**config.mk**
```make
export PLATFORM = sky130hd
export DESIGN_NAME = smx_divider
export DESIGN_NICKNAME = d
export VERILOG_FILES = /design/src/rtl/smx_pkg.sv /design/src/rtl/smx_divider.sv
export SDC_FILE = /design/constraint.sdc
export NUM_CORES = 1
export LEC_CHECK = 0
export BUFFER_PORTS_ARGS = -buffer_cell sky130_fd_sc_hd__buf_2
export CAP_MARGIN = 20
export CORE_UTILIZATION = 55
export DETAILED_ROUTE_END_ITERATION = 8
export PLACE_DENSITY = 0.82
export SLEW_MARGIN = 15
export SYNTH_ARGS = -nofsm -noshare
export SYNTH_HDL_FRONTEND = slang
export SYNTH_SLANG_ARGS = --single-unit
```
**constraint.sdc**
```tcl
create_clock -name clk -period 4.5 [get_ports clk]
set_input_delay 0.9 -clock clk [delete_from_list [all_inputs] [get_ports clk]]
set_output_delay 0.9 -clock clk [all_outputs]
set_load 0.01 [all_outputs]
```
**src/rtl/smx_pkg.sv**
```systemverilog
package smx_pkg;

    localparam int OP_W   = 8;
    localparam int WORD_W = 32;
    localparam int ERR_W  = 3;

    typedef enum logic [ERR_W-1:0] {
        ERR_NONE    = 3'd0,
        ERR_DIVZERO = 3'd1,
        ERR_GLOBAL  = 3'd2,
        ERR_OPCODE  = 3'd3,
        ERR_UNDER   = 3'd4,
        ERR_OVER    = 3'd5
    } err_t;

    localparam logic [OP_W-1:0] OP_HALT  = 8'd0;
    localparam logic [OP_W-1:0] OP_PUSHC = 8'd1;
    localparam logic [OP_W-1:0] OP_ADD   = 8'd2;
    localparam logic [OP_W-1:0] OP_SUB   = 8'd3;
    localparam logic [OP_W-1:0] OP_MUL   = 8'd4;
    localparam logic [OP_W-1:0] OP_DIV   = 8'd5;
    localparam logic [OP_W-1:0] OP_MOD   = 8'd6;
    localparam logic [OP_W-1:0] OP_RDINT = 8'd7;
    localparam logic [OP_W-1:0] OP_WRINT = 8'd8;
    localparam logic [OP_W-1:0] OP_RDCHR = 8'd9;
    localparam logic [OP_W-1:0] OP_WRCHR = 8'd10;
    localparam logic [OP_W-1:0] OP_PUSHG = 8'd11;
    localparam logic [OP_W-1:0] OP_POPG  = 8'd12;
    localparam logic [OP_W-1:0] OP_FRM0  = 8'd13;
    localparam logic [OP_W-1:0] OP_FRM3  = 8'd16;

    localparam logic [1:0] REG_GLOBAL_COUNT = 2'd0;

    typedef enum logic [2:0] {
        ST_IDLE,
        ST_READ,
        ST_EXEC,
        ST_DIV,
        ST_CLEAR,
        ST_OUT
    } state_t;

    typedef struct packed {
        logic              start;
        logic              is_mod;
        logic [WORD_W-1:0] a;
        logic [WORD_W-1:0] b;
    } div_req_t;

    typedef struct packed {
        logic              done;
        logic [WORD_W-1:0] result;
    } div_rsp_t;

endpackage

```
**src/rtl/smx_divider.sv**
```systemverilog
module smx_divider (
    input  logic              clk,
    input  logic              rst_n,
    input  smx_pkg::div_req_t req,
    output smx_pkg::div_rsp_t rsp
);
    import smx_pkg::*;

    logic [WORD_W-1:0] quo_reg, quo_next;
    logic [WORD_W-1:0] rem_reg, rem_next;
    logic [WORD_W-1:0] den_reg, den_next;
    logic [5:0]        cnt_reg, cnt_next;
    logic              busy_reg, busy_next;
    logic              done_reg, done_next;
    logic              negq_reg, negq_next;
    logic              negr_reg, negr_next;
    logic              mod_reg, mod_next;
    logic [WORD_W:0]   trial;
    logic [WORD_W-1:0] shifted;

    always_comb
    begin
        quo_next  = quo_reg;
        rem_next  = rem_reg;
        den_next  = den_reg;
        cnt_next  = cnt_reg;
        busy_next = busy_reg;
        done_next = 1'b0;
        negq_next = negq_reg;
        negr_next = negr_reg;
        mod_next  = mod_reg;
        shifted   = {rem_reg[WORD_W-2:0], quo_reg[WORD_W-1]};
        trial     = {1'b0, shifted} - {1'b0, den_reg};
        if (req.start)
        begin
            quo_next  = req.a[WORD_W-1] ? (~req.a + 1'b1) : req.a;
            den_next  = req.b[WORD_W-1] ? (~req.b + 1'b1) : req.b;
            rem_next  = '0;
            cnt_next  = 6'(WORD_W);
            busy_next = 1'b1;
            negq_next = req.a[WORD_W-1] ^ req.b[WORD_W-1];
            negr_next = req.a[WORD_W-1];
            mod_next  = req.is_mod;
        end
        else if (busy_reg)
        begin
            if (cnt_reg == 6'd0)
            begin
                busy_next = 1'b0;
                done_next = 1'b1;
            end
            else
            begin
                // rem is a pure remainder, top bit of shifted cannot drop
                if (rem_reg[WORD_W-1] == 1'b0 && !trial[WORD_W])
                begin
                    rem_next = trial[WORD_W-1:0];
                    quo_next = {quo_reg[WORD_W-2:0], 1'b1};
                end
                else if (rem_reg[WORD_W-1])
                begin
                    rem_next = shifted - den_reg;
                    quo_next = {quo_reg[WORD_W-2:0], 1'b1};
                end
                else
                begin
                    rem_next = shifted;
                    quo_next = {quo_reg[WORD_W-2:0], 1'b0};
                end
                cnt_next = cnt_reg - 6'd1;
            end
        end
    end

    always_ff @(posedge clk or negedge rst_n)
    begin
        if (!rst_n)
        begin
            busy_reg <= 1'b0;
            done_reg <= 1'b0;
            cnt_reg  <= '0;
        end
        else
        begin
            busy_reg <= busy_next;
            done_reg <= done_next;
            cnt_reg  <= cnt_next;
        end
    end

    always_ff @(posedge clk)
    begin
        quo_reg  <= quo_next;
        rem_reg  <= rem_next;
        den_reg  <= den_next;
        negq_reg <= negq_next;
        negr_reg <= negr_next;
        mod_reg  <= mod_next;
    end

    always_comb
    begin
        rsp.done = done_reg;
        if (mod_reg)
            rsp.result = negr_reg ? (~rem_reg + 1'b1) : rem_reg;
        else
            rsp.result = negq_reg ? (~quo_reg + 1'b1) : quo_reg;
    end

endmodule

```
# == Word-level counts from Yosys, hierarchy flattened ==
# Index checks and enable logic that the tools add are counted.
# totals
ff_bits,107
latch_bits,0
mem_bits_rw,0
romBits,0
input_bits,68
output_inout_bits,33
mem_count,0
# classes
addsub,7
n_mul,0
div_mod_pow,0
order_cmp,0
n_eq_ne,1
n_shift,0
muxes,21
bitwise_logic,7
n_reduce_logical,6
# ops
op,n
2-to-1 mux 32 bit,9
adder 32 x 1 -> 32 bit (second input constant),4
inverter 32 bit,4
subtractor 32 x 32 -> 33 bit,1
subtractor 32 bit,1
2-to-1 mux 31 bit,1
2-to-1 mux 6 bit,3
2-to-1 mux 1 bit,8
logical NOT 6 bit,1
subtractor 6 x 1 -> 6 bit (second input constant),1
AND reduction 2 bit,2
!= test 2 bit (second input constant),1
inverter 1 bit,2
nonzero test 2 bit,1
logical AND 1 bit,1
logical NOT 1 bit,1
XOR 1 bit,1

# == Depth between registers and ports, before layout ==
# Gate-level depths: netlist of the first run.
# depth
word_depth,7
mapped_depth,14

# == Worst setup path before layout of the first run ==
# No wires, ideal clock.
# synth_path
path_type,flip-flop to output port
start,register quo_reg[4]
end,output rsp[26] in the netlist's numbering
arrival_ns,2.928
required_ns,3.600
slack_ns,0.672
path_stages_with_launch,9
n_path_buf,0
cell_sequence,edfxtp_1 nor4_1 nand2_1 or4_4 or4_4 or3_4 o31ai_1 xor2_1 o21ai_0
# synth_lines
item,line,rtl
start: declaration,smx_divider.sv:9,"logic [WORD_W-1:0] quo_reg, quo_next;"
start signal: assignment,smx_divider.sv:93,quo_reg <= quo_next;
end: declaration,smx_divider.sv:5,output smx_pkg::div_rsp_t rsp

==> summary.txt, run 1 <==
Floorplan
  • Die width: 126.6 um
  • Row count: 45
  • Placeable Area: 15150 sq um
  • Ports: approximately 100
  • Initial Utilization: 0.5634
  • Die area: around 16000 sq um
  • Die Ht: 126.6 um

Detailed routing
  • ANT nets after route: 0
  • Routed WL per cell: about 15 um
  • Routed WL: 19.43 mm
  • DRC errors left: 0
  • Pre-antenna DRT Iters: 6
  • Vias: 7579
  • Drt first-iter violations: 386
  • Routed vias/inst: 5.903

Setup path
  • CP endpoint kind: output port
  • Worst Path Arrival: 3510 ps
  • Startpoint types: flip-flop
  • CP max FO: 5
  • Setup Crit Path Kind: flip-flop to output port
  • Req. time, crit path: 3600 ps

Place
  • Cell Area, Placed: about 9200 sq um
  • Placed cells: 1268
  • Routability-driven placement congestion ratio: 0.8909
  • Port-buffer cells: 100
  • HPWL Detailed: 14.48 mm
  • Post-Place Setup Slack: 313.4 ps

STA
  • Worst-case clock skew: 11.92 ps
  • Relative slew slack: 0.3399
  • Fin. max-slew vios: 0
  • Tightest Pin Transition: ~990 ps
  • Fmax: approximately 0.23 GHz
  • Worst setup margin: between 80 and 90 ps
  • Final Cycle Share: 0.9805
  • Hold WS: between 300 and 400 ps
  • Final hold violation count: 0
  • Clock period minus worst slack: around 4400 ps
  • RSZ-0062 raised after global routing: true
  • Final Setup Violations: 0

Synth
  • Synth area leader: edfxtp_1
  • Synth Area per Inst: 8.374 sq um
  • Synth Cell Area: 8533 sq um
  • Multiplexer share of the synthesized area: 0.008211
  • EDFF count, synth: 67
  • Post-synthesis async set-or-reset flop share: 0.07477
  • Post-synth top flop: edfxtp_1
  • Count leader, synth: nand2_1
  • Main combinational cell family by area after synthesis: compound AO/OA/AOI/OAI gates
  • Post-synth top cells: nand2_1 (104), nor2_1 (101), a21oi_1 (93)
  • Simple-gate share of the synthesized area: 0.1814
  • Warnings from Yosys: 0
  • Synthesized flop and latch total: 107
  • Adder-Cell Fraction of Synth Area: 0.05806
  • Syn Inst Count: 1019
  • XOR/XNOR share of the synthesized area: 0.1519
  • Post-synthesis compound-gate area fraction: 0.2243
  • Post-synth top area share: 0.2358
  • Synthesized Nets: 1126
  • Seq/Total Area, Yosys: 0.3343
  • Cell variety after synth: 64
  • Top post-synthesis cells by area: edfxtp_1 (24%), xor2_1 (8.8%), dfxtp_1 (7.5%)

Clocking
  • H-tree lvl count: 3
  • Clock input transition at the sequential cells of the worst setup and hold paths: 70 ps
  • Post-CTS setup buffers: 0
  • CTS Root Cell: clkbuf_16
  • Sink Count: about 110
  • CTS tree: yes
  • Worst-skew pair later-pin latency: 360 ps
  • Cts hold-fix bufs: 0
  • Num CTS Buffers: 9
  • Longest Clk Path Bufs: 2

Cells and area
  • Non-filler cells, final: ~1300
  • Area of the multi-input gates: about 5400 sq um
  • Antenna diodes: 0
  • Final core occ: 0.6261
  • FF+latch area: 2853 sq um
  • # fillers: approximately 1300
  • Layout cells sized above 1: 0.1323
  • Nets: roughly 1200
  • Area growth, synth to finish: 11.13%
  • Final Cell Area: 9483 sq um

Pwr
  • Leakage: 3.898 nW
  • Power density cells: 345.7 nW/um^2
  • Sequential Power Share: 0.415
  • Int Pwr: 2.140 mW
  • Max IR drop VDD: 249.1 uV
  • Switching power: 1.138 mW
  • Clock network power share: 0.256
  • Switching Fraction: 0.3473
  • Comb power frac: 0.329

GRT
  • Total grt overflow: 0
  • Pin count of the biggest net entering global routing: 65
  • Tot GR Track Use: 0.2466
  • First-pass GRT wire length: 31.90 mm
  • Vias in the first global route: about 7000
  • Initial antenna violation count: 0

Hold path
  • Hold WC Path Type: input pin to asynchronous set/reset pin

Run status
  • Outcome: finished clean

Flow run
  • Max cap viols: 0
what timing repair did:
action	in CTS	in global routing
pin swaps	0	0
gates cloned	0	0
setup endpoints to repair	3	3
gates resized for setup	1	6
per-stage QoR:
stage / power [mW] / setup TNS (ps)
finish: 3.278 / 0
global route: 3.470 / -50.02
CTS: 3.279 / 0
detailed placement: 2.441 / 0
global placement: 2.415 / 0
floorplan: 2.109 / 0
critical path, stage by stage (launching register included):
cell,delay (ps)
edfxtp_1,480
nor4_4,350
nand2_2,140
or4_4,560
or4_4,510
or3_4,410
o31ai_1,250
xor2_1,90
o21ai_0,190
buf_2,170
power groups by stage:
stage	registers, mW	clock network (mW)	logic (mW)
floorplan	1.32	0	0.785
global placement	1.37	0	1.05
detailed placement	1.37	0	1.07
CTS	1.36	0.849	1.07
global route	1.38	0.889	1.20
finish	1.36	0.839	1.08
cells in the final DEF, fill, tap and decap left out, types with 16 or more instances in the layout:
cell	synthesis	routed
xor2_1	86	86
ha_1	38	38
a21oi_1	93	92
o41ai_1	18	18
xnor2_1	62	62
o21ai_0	88	84
nand2_1	104	103
nor2_1	101	100
dfxtp_1	32	32
o31ai_1	28	28
inv_1	49	49
edfxtp_1	67	67
a21o_1	17	17
or4_1	16	16
buf_2	0	99
routing by layer:
metal	track usage	vias up	wire length, um
met4	0.06237	0	257
met5	0	-	0
met2	0.4573	146	10070
li1	-	3824	-
met1	0.2922	3587	8253
met3	0.04513	22	842
worst paths after layout:
kind	startpoint	endpoint	slack [ps]	depth (start not counted)
setup reg to reg	quo_reg[31]	rem_reg[4]	880	14
hold reg to reg	rem_reg[31]	rem_reg[31]	530	2
min in group clk	rem_reg[31]	rem_reg[31]	530	2
setup / recovery	quo_reg[4]	rsp[26]	90	9
max in group asynchronous	rst_n	cnt_reg[5]	3970	1
hold / removal	rst_n	cnt_reg[0]	370	1
layout make-up:
class | instances | share of cell area
timing repair buffer | 106 | 0.05779
clock inverter | 1 | 0.003167
sequential | 107 | 0.3008
tap | 188 | 0.02481
inverter | 49 | 0.01940
clock buffer | 15 | 0.02929
multi-input combinational | 818 | 0.5647
cells by family (layout without fill, tap and decap cells):
| family | count (synthesis) | in the layout |
|---|---|---|
| flops | 107 | 107 |
| compound gates | 308 | 308 |
| buf+inv | 94 | 171 |
| simple gates | 316 | 316 |
| fa+ha+maj | 39 | 39 |
| xor+xnor | 148 | 148 |
| mux | 7 | 7 |
No activity file was read; power rests on OpenSTA's default activity.
==> inputs of run 2 (changes only) <==
--- a/config.mk
+++ b/config.mk
@@ -10,6 +10,7 @@
 export CORE_UTILIZATION = 55
 export DETAILED_ROUTE_END_ITERATION = 8
 export PLACE_DENSITY = 0.82
+export SETUP_SLACK_MARGIN = 0.15
 export SLEW_MARGIN = 15
 export SYNTH_ARGS = -nofsm -noshare
 export SYNTH_HDL_FRONTEND = slang
==> constraint.sdc (replaced) <==
create_clock -name clk -period 4.1 [get_ports clk]
set_input_delay 0.82 -clock clk [delete_from_list [all_inputs] [get_ports clk]]
set_output_delay 0.82 -clock clk [all_outputs]
set_load 0.01 [all_outputs]
==> summary.txt, run 2 (synthesized netlist as in run 1, its figures left out) <==
STA
  • Clock period minus worst slack: 4069 ps
  • Hold WS: 310.0 ps (-60.68 ps)
  • Final hold violation count: 0 (unchanged)
  • Relative slew slack: 0.2903 (-0.04963)
  • Tightest Pin Transition: 1065 ps (+76.65 ps)
  • Fin Setup TNS: 0 ps (unchanged)
  • Fin. max-slew vios: 0 (unchanged)
  • Final Setup Violations: 0 (unchanged)
  • Fmax: 0.2457 GHz
  • Final Cycle Share: 0.9926
  • RSZ-0062 raised after global routing: true
  • Worst-case clock skew: 8.325 ps (-3.595 ps)

Run status
  • Outcome: finished clean

Setup path
  • Critical Path Most Common Cell: or4_4
  • Crit-path leading delay family: simple AND/OR/NAND/NOR gates
  • Setup Crit Path Kind: flip-flop to output port
  • Worst Path Arrival: 3250 ps (-260 ps)
  • Startpoint types: flip-flop
  • CP endpoint kind: output port
  • CP max FO: 4 (-1)
  • Slowest stage cell on the critical path: or4_4
  • Crit path cell chain: nor4_4, nand2_1, or4_4, or4_4, or3_4, o31ai_2, xor2_1, o21ai_1, buf_2
  • Req. time, crit path: 3280 ps (-320 ps)
  • Crit path buffers/inverters: 1 (unchanged)
  • Biggest cell delay along the critical path: 510 ps (-50 ps)

GRT
  • Tot GR Track Use: 0.2566 (+0.009991)
  • First-pass GRT wire length: 33.33 mm (+4.5%)
  • Total grt overflow: 0 (unchanged)
  • Vias in the first global route: 7217 (+2.8%)
  • Pin count of the biggest net entering global routing: 65 (unchanged)
  • Initial antenna violation count: 0 (unchanged)

Floorplan
  • Ports: 101 (unchanged)
  • Initial Utilization: 0.5634 (unchanged)
  • Die area: 16020 sq um (unchanged)
  • Die Ht: 126.6 um (unchanged)
  • Placeable Area: 15150 sq um (unchanged)
  • Die width: 126.6 um (unchanged)
  • Row count: 45 (unchanged)

Flow run
  • Max cap viols: 0 (unchanged)

Detailed routing
  • Routed vias/inst: 5.933 (+0.52%)
  • Pre-antenna DRT Iters: 5 (-1)
  • ANT nets after route: 0 (unchanged)
  • DRC errors left: 0 (unchanged)
  • Drt first-iter violations: 408 (+5.7%)
  • Routed WL per cell: 15.45 um (+2.1%)
  • Routed WL: 20.19 mm (+3.9%)
  • Vias: 7755 (+2.3%)

Pwr
  • Leakage: 4.058 nW (+4.1%)
  • Max IR drop VDD: 285.8 uV (+15%)
  • Power density cells: 378.2 nW/um^2 (+9.4%)

Clocking
  • H-tree lvl count: 3 (unchanged)
  • CTS tree: yes
  • Clock input transition at the sequential cells of the worst setup and hold paths: 70 ps (about the same)
  • Sink Count: 107 (unchanged)
  • Cts hold-fix bufs: 0 (unchanged)
  • Num CTS Buffers: 9 (unchanged)
  • CTS Root Cell: clkbuf_16
  • Worst-skew pair later-pin latency: 360 ps (about the same)
  • Longest Clk Path Bufs: 2 (unchanged)

Cells and area
  • Most common cell after layout, fill and taps aside: nand2_1
  • Nets: 1221 (+1.9%)
  • Final Cell Area: 9793 sq um (+3.3%)
  • Antenna diodes: 0 (unchanged)
  • Most frequent cells in the layout: nand2_1 (102), nor2_1 (100), buf_2 (99), a21oi_1 (92), xor2_1 (86)
  • Layout cells sized above 1: 0.1707 (+0.03839)
  • # fillers: 1269 (-4.9%)
  • Area growth, synth to finish: 14.77%

Place
  • Routability-driven placement congestion ratio: 0.8974 (+0.73%)
  • Cell Area, Placed: 9253 sq um (+1.0%)
  • HPWL Detailed: 14.92 mm (+3.0%)
  • Port-buffer cells: 100 (unchanged)

Hold path
  • Hold WC Path Type: input pin to asynchronous set/reset pin
[run 2: cell types whose count changed in the layout (fill, tap and decap cells not counted), sizes merged]
cell / before / now
buf: 106 / 129
[run 2: path summary, 6_finish.rpt]
kind | cells after the start | from | slack (ps) | to
worst max-delay path | 9 | quo_reg[2] | 30 | rsp[26]
worst min-delay path | 1 | rst_n | 310 | done_reg
worst max register to register | 13 | quo_reg[31] | 840 | rem_reg[26]
worst min register to register | 2 | rem_reg[8] | 520 | rem_reg[8]
max in group asynchronous | 1 | rst_n | 3600 | busy_reg
min in group clk | 2 | rem_reg[8] | 520 | rem_reg[8]
[run 2: worst reg2reg max path: stages (launching register included)]
cell and delay, ps:
edfxtp_1 410, inv_1 170, ha_1 260, fa_1 400, nand2b_1 190, a21o_1 200
a21oi_1 240, o211ai_1 160, a31oi_1 200, buf_4 170, a21oi_4 70, buf_12 190
nand2b_1 290, o21ai_0 230
[run 2: timing repair]
item | in CTS | in global routing
setup buffers | 5 | 7
endpoints found under the setup margin | 12 | 13
resized for setup | 21 | 15
pin swaps | 10 | 3
[run 2: layout make-up]
type                            instances  area (sq um)  share of cell area
Clock buffer                           15         277.8             0.02836
Sequential cell                       107          2855              0.2916
Timing Repair Buffer                  129         733.2             0.07487
Multi-Input combinational cell        818          5478              0.5593
Inverter                               49         183.9             0.01878
Clock inverter                          1         30.03            0.003066
Tap cell                              188         235.2             0.02402
[run 2: layer usage]
layer | vias to the layer above | global-route usage | part of all wire
met4 | 0 | 0.08221 | 0.026
met5 | - | 0 | 0
li1 | 3861 | - | -
met2 | 202 | 0.4644 | 0.51
met1 | 3650 | 0.3078 | 0.42
met3 | 42 | 0.04555 | 0.042
[run 2: through the flow]
step                        util  power [mW]  setup slack (ps)  std cells
final                     0.6466       3.704             30.53       1307
after global routing      0.6466       3.929            -103.0       1307
after CTS                 0.6388       3.658             114.1       1300
after detailed placement  0.6109       2.702             177.2       1279
after global placement    0.6109       2.670             236.5       1279
after floorplan                -       2.315             351.6       1019
[run 2: power by group]
part           internal [mW]  leakage (nW)  switching, mW  total, mW
Sequential              1.33          1.02          0.154       1.48
Clock                  0.525         0.150          0.388      0.914
Combinational          0.566          2.88          0.742       1.31
==> inputs of run 3 (changes only) <==
--- a/config.mk
+++ b/config.mk
@@ -5,11 +5,11 @@
 export SDC_FILE = /design/constraint.sdc
 export NUM_CORES = 1
 export LEC_CHECK = 0
-export BUFFER_PORTS_ARGS = -buffer_cell sky130_fd_sc_hd__buf_2
 export CAP_MARGIN = 20
 export CORE_UTILIZATION = 55
 export DETAILED_ROUTE_END_ITERATION = 8
-export PLACE_DENSITY = 0.82
+export DONT_BUFFER_PORTS = 1
+export PLACE_DENSITY = 0.76
 export SETUP_SLACK_MARGIN = 0.15
 export SLEW_MARGIN = 15
 export SYNTH_ARGS = -nofsm -noshare
==> summary.txt, run 3 (synthesized netlist as in run 1, its figures left out) <==
Setup path
  • Crit path buffers/inverters: 1 (unchanged)
  • CP endpoint kind: output port
  • Crit-path leading delay family: simple AND/OR/NAND/NOR gates
  • Slack of the worst reg-to-reg path: 420 ps (-420 ps)
  • Crit path cell chain: nor4_4, nand2_1, or4_4, or4_4, or3_4, o31ai_4, xor2_1, o21ai_1, buf_4
  • CP Depth: 9 (unchanged)
  • Biggest cell delay along the critical path: 510 ps (about the same)
  • Slowest stage cell on the critical path: or4_4
  • Critical Path Most Common Cell: or4_4
  • Worst R2R Path Depth: 14 (+1)
  • Startpoint types: flip-flop
  • Setup Crit Path Kind: flip-flop to output port
  • Worst Path Arrival: 3160 ps (-90 ps)
  • CP max FO: 4 (unchanged)
  • Req. time, crit path: 3280 ps (about the same)

Cells and area
  • Most common cell after layout, fill and taps aside: nand2_1
  • Most frequent cells in the layout: nand2_1 (104), nor2_1 (101), a21oi_1 (87), xor2_1 (86), o21ai_0 (83)
  • # fillers: 1339 (+5.5%)
  • Final Cell Area: 9241 sq um (-5.6%)
  • Layout cells sized above 1: 0.07776 (-0.09293)
  • Nets: 1118 (-8.4%)
  • Area growth, synth to finish: 8.299%
  • Final core occ: 0.6102 (-0.03643)
  • Antenna diodes: 0 (unchanged)

STA
  • Final hold violation count: 0 (unchanged)
  • Tightest Pin Transition: 1123 ps (+58.57 ps)
  • Clock period minus worst slack: 3980 ps (-89.12 ps)
  • Relative slew slack: 0.2513 (-0.03905)
  • Final Cycle Share: 0.9708 (-0.02174)
  • Worst-case clock skew: 10.45 ps (+2.121 ps)
  • Final Setup Violations: 0 (unchanged)
  • RSZ-0062 raised after global routing: true
  • Fin. max-slew vios: 0 (unchanged)
  • Fmax: 0.2512 GHz (+2.2%)

Clocking
  • Sink Count: 107 (unchanged)
  • Clock input transition at the sequential cells of the worst setup and hold paths: 70 ps (about the same)
  • Worst-skew pair later-pin latency: 360 ps (about the same)
  • Longest Clk Path Bufs: 2 (unchanged)
  • CTS Root Cell: clkbuf_16
  • Num CTS Buffers: 9 (unchanged)
  • Cts hold-fix bufs: 0 (unchanged)
  • H-tree lvl count: 3 (unchanged)
  • CTS tree: yes

GRT
  • Tot GR Track Use: 0.2534 (-0.003169)
  • Vias in the first global route: 6799 (-5.8%)
  • Pin count of the biggest net entering global routing: 108 (+66%)
  • Initial antenna violation count: 0 (unchanged)
  • Total grt overflow: 0 (unchanged)
  • First-pass GRT wire length: 32.65 mm (-2.0%)

Floorplan
  • Ports: 101 (unchanged)
  • Row count: 45 (unchanged)
  • Die width: 126.6 um (unchanged)
  • Initial Utilization: 0.5634 (unchanged)
  • Die area: 16020 sq um (unchanged)
  • Die Ht: 126.6 um (unchanged)
  • Placeable Area: 15150 sq um (unchanged)

Flow run
  • Max cap viols: 0 (unchanged)

Place
  • Cell Area, Placed: 8710 sq um (-5.9%)
  • Port-buffer cells: 0 (-100%)
  • HPWL Detailed: 14.51 mm (-2.8%)
  • Routability-driven placement congestion ratio: 0.9085 (+1.2%)

Detailed routing
  • Routed vias/inst: 5.984 (+0.86%)
  • Vias: 7205 (-7.1%)
  • Routed WL: 19.90 mm (-1.4%)
  • Drt first-iter violations: 435 (+6.6%)
  • Routed WL per cell: 16.53 um (+7.0%)
  • Pre-antenna DRT Iters: 7 (+2)
  • DRC errors left: 0 (unchanged)
  • ANT nets after route: 0 (unchanged)

Pwr
  • Max IR drop VDD: 360.1 uV (+26%)
  • Power density cells: 379.2 nW/um^2 (+0.27%)
  • Leakage: 3.604 nW (-11%)

Run status
  • Outcome: finished clean

Hold path
  • Hold WC Path Type: input pin to asynchronous set/reset pin
==> run 3: changes by cell type in the layout (fill, tap and decap cells not counted), moves of 3 or more <==
| cell | change |
|---|---|
| buf_2 | -99 |
| a21oi_1 | -5 |
| a21oi_2 | +5 |
| buf_4 | -5 |
| o21ai_2 | -3 |
==> run 3: layout make-up <==
type	count	area (sq um)	area share
Inverter	49	183.9	0.01990
Multi-Input combinational cell	818	5461	0.5910
Sequential cell	107	2856	0.3091
Clock buffer	13	250.2	0.02708
Clock inverter	3	38.79	0.004197
Tap cell	188	235.2	0.02545
Timing Repair Buffer	26	215.2	0.02329
==> run 3: metrics by stage <==
step	std cells	setup WS [ps]	power [mW]	TNS [ps]	hold slack, ps
global placement	1174	264.0	2.516	0	509.9
global route	1204	-17.79	3.700	-23.54	131.8
detailed placement	1174	243.0	2.541	0	511.1
finish	1204	119.6	3.505	0	149.6
floorplan	1019	351.6	2.315	0	476.9
CTS	1201	114.9	3.478	0	137.7
==> run 3: path summary, 6_finish.rpt <==
kind / endpoint / startpoint
worst max-delay path: rsp[26] / quo_reg[2]
worst min-delay path: cnt_reg[5] / rst_n
worst max register to register: rem_reg[5] / quo_reg[31]
worst min register to register: rem_reg[31] / rem_reg[31]
max in group asynchronous: cnt_reg[0] / rst_n
min in group clk: rem_reg[31] / rem_reg[31]
==> run 3: per-layer routing <==
layer / global-route usage / up-vias / wire [um]
met5: 0 / - / 0
met2: 0.4569 / 114 / 10360
li1: - / 3663 / -
met4: 0.05174 / 0 / 201
met1: 0.3063 / 3410 / 8403
met3: 0.06116 / 18 / 939
==> run 3: repair_timing <==
action | in CTS | in global routing
gates cloned | 0 | 0
endpoints found under the setup margin | 11 | 12
resized for setup | 18 | 13
buffers inserted | 11 | 2
pin swaps | 8 | 6
==> run 3: power by group <==
| part | internal [mW] | switching, mW | total (mW) |
|---|---|---|---|
| Sequential | 1.33 | 0.163 | 1.49 |
| Clock | 0.489 | 0.389 | 0.878 |
| Combinational | 0.475 | 0.661 | 1.14 |
| Total | 2.29 | 1.21 | 3.50 |
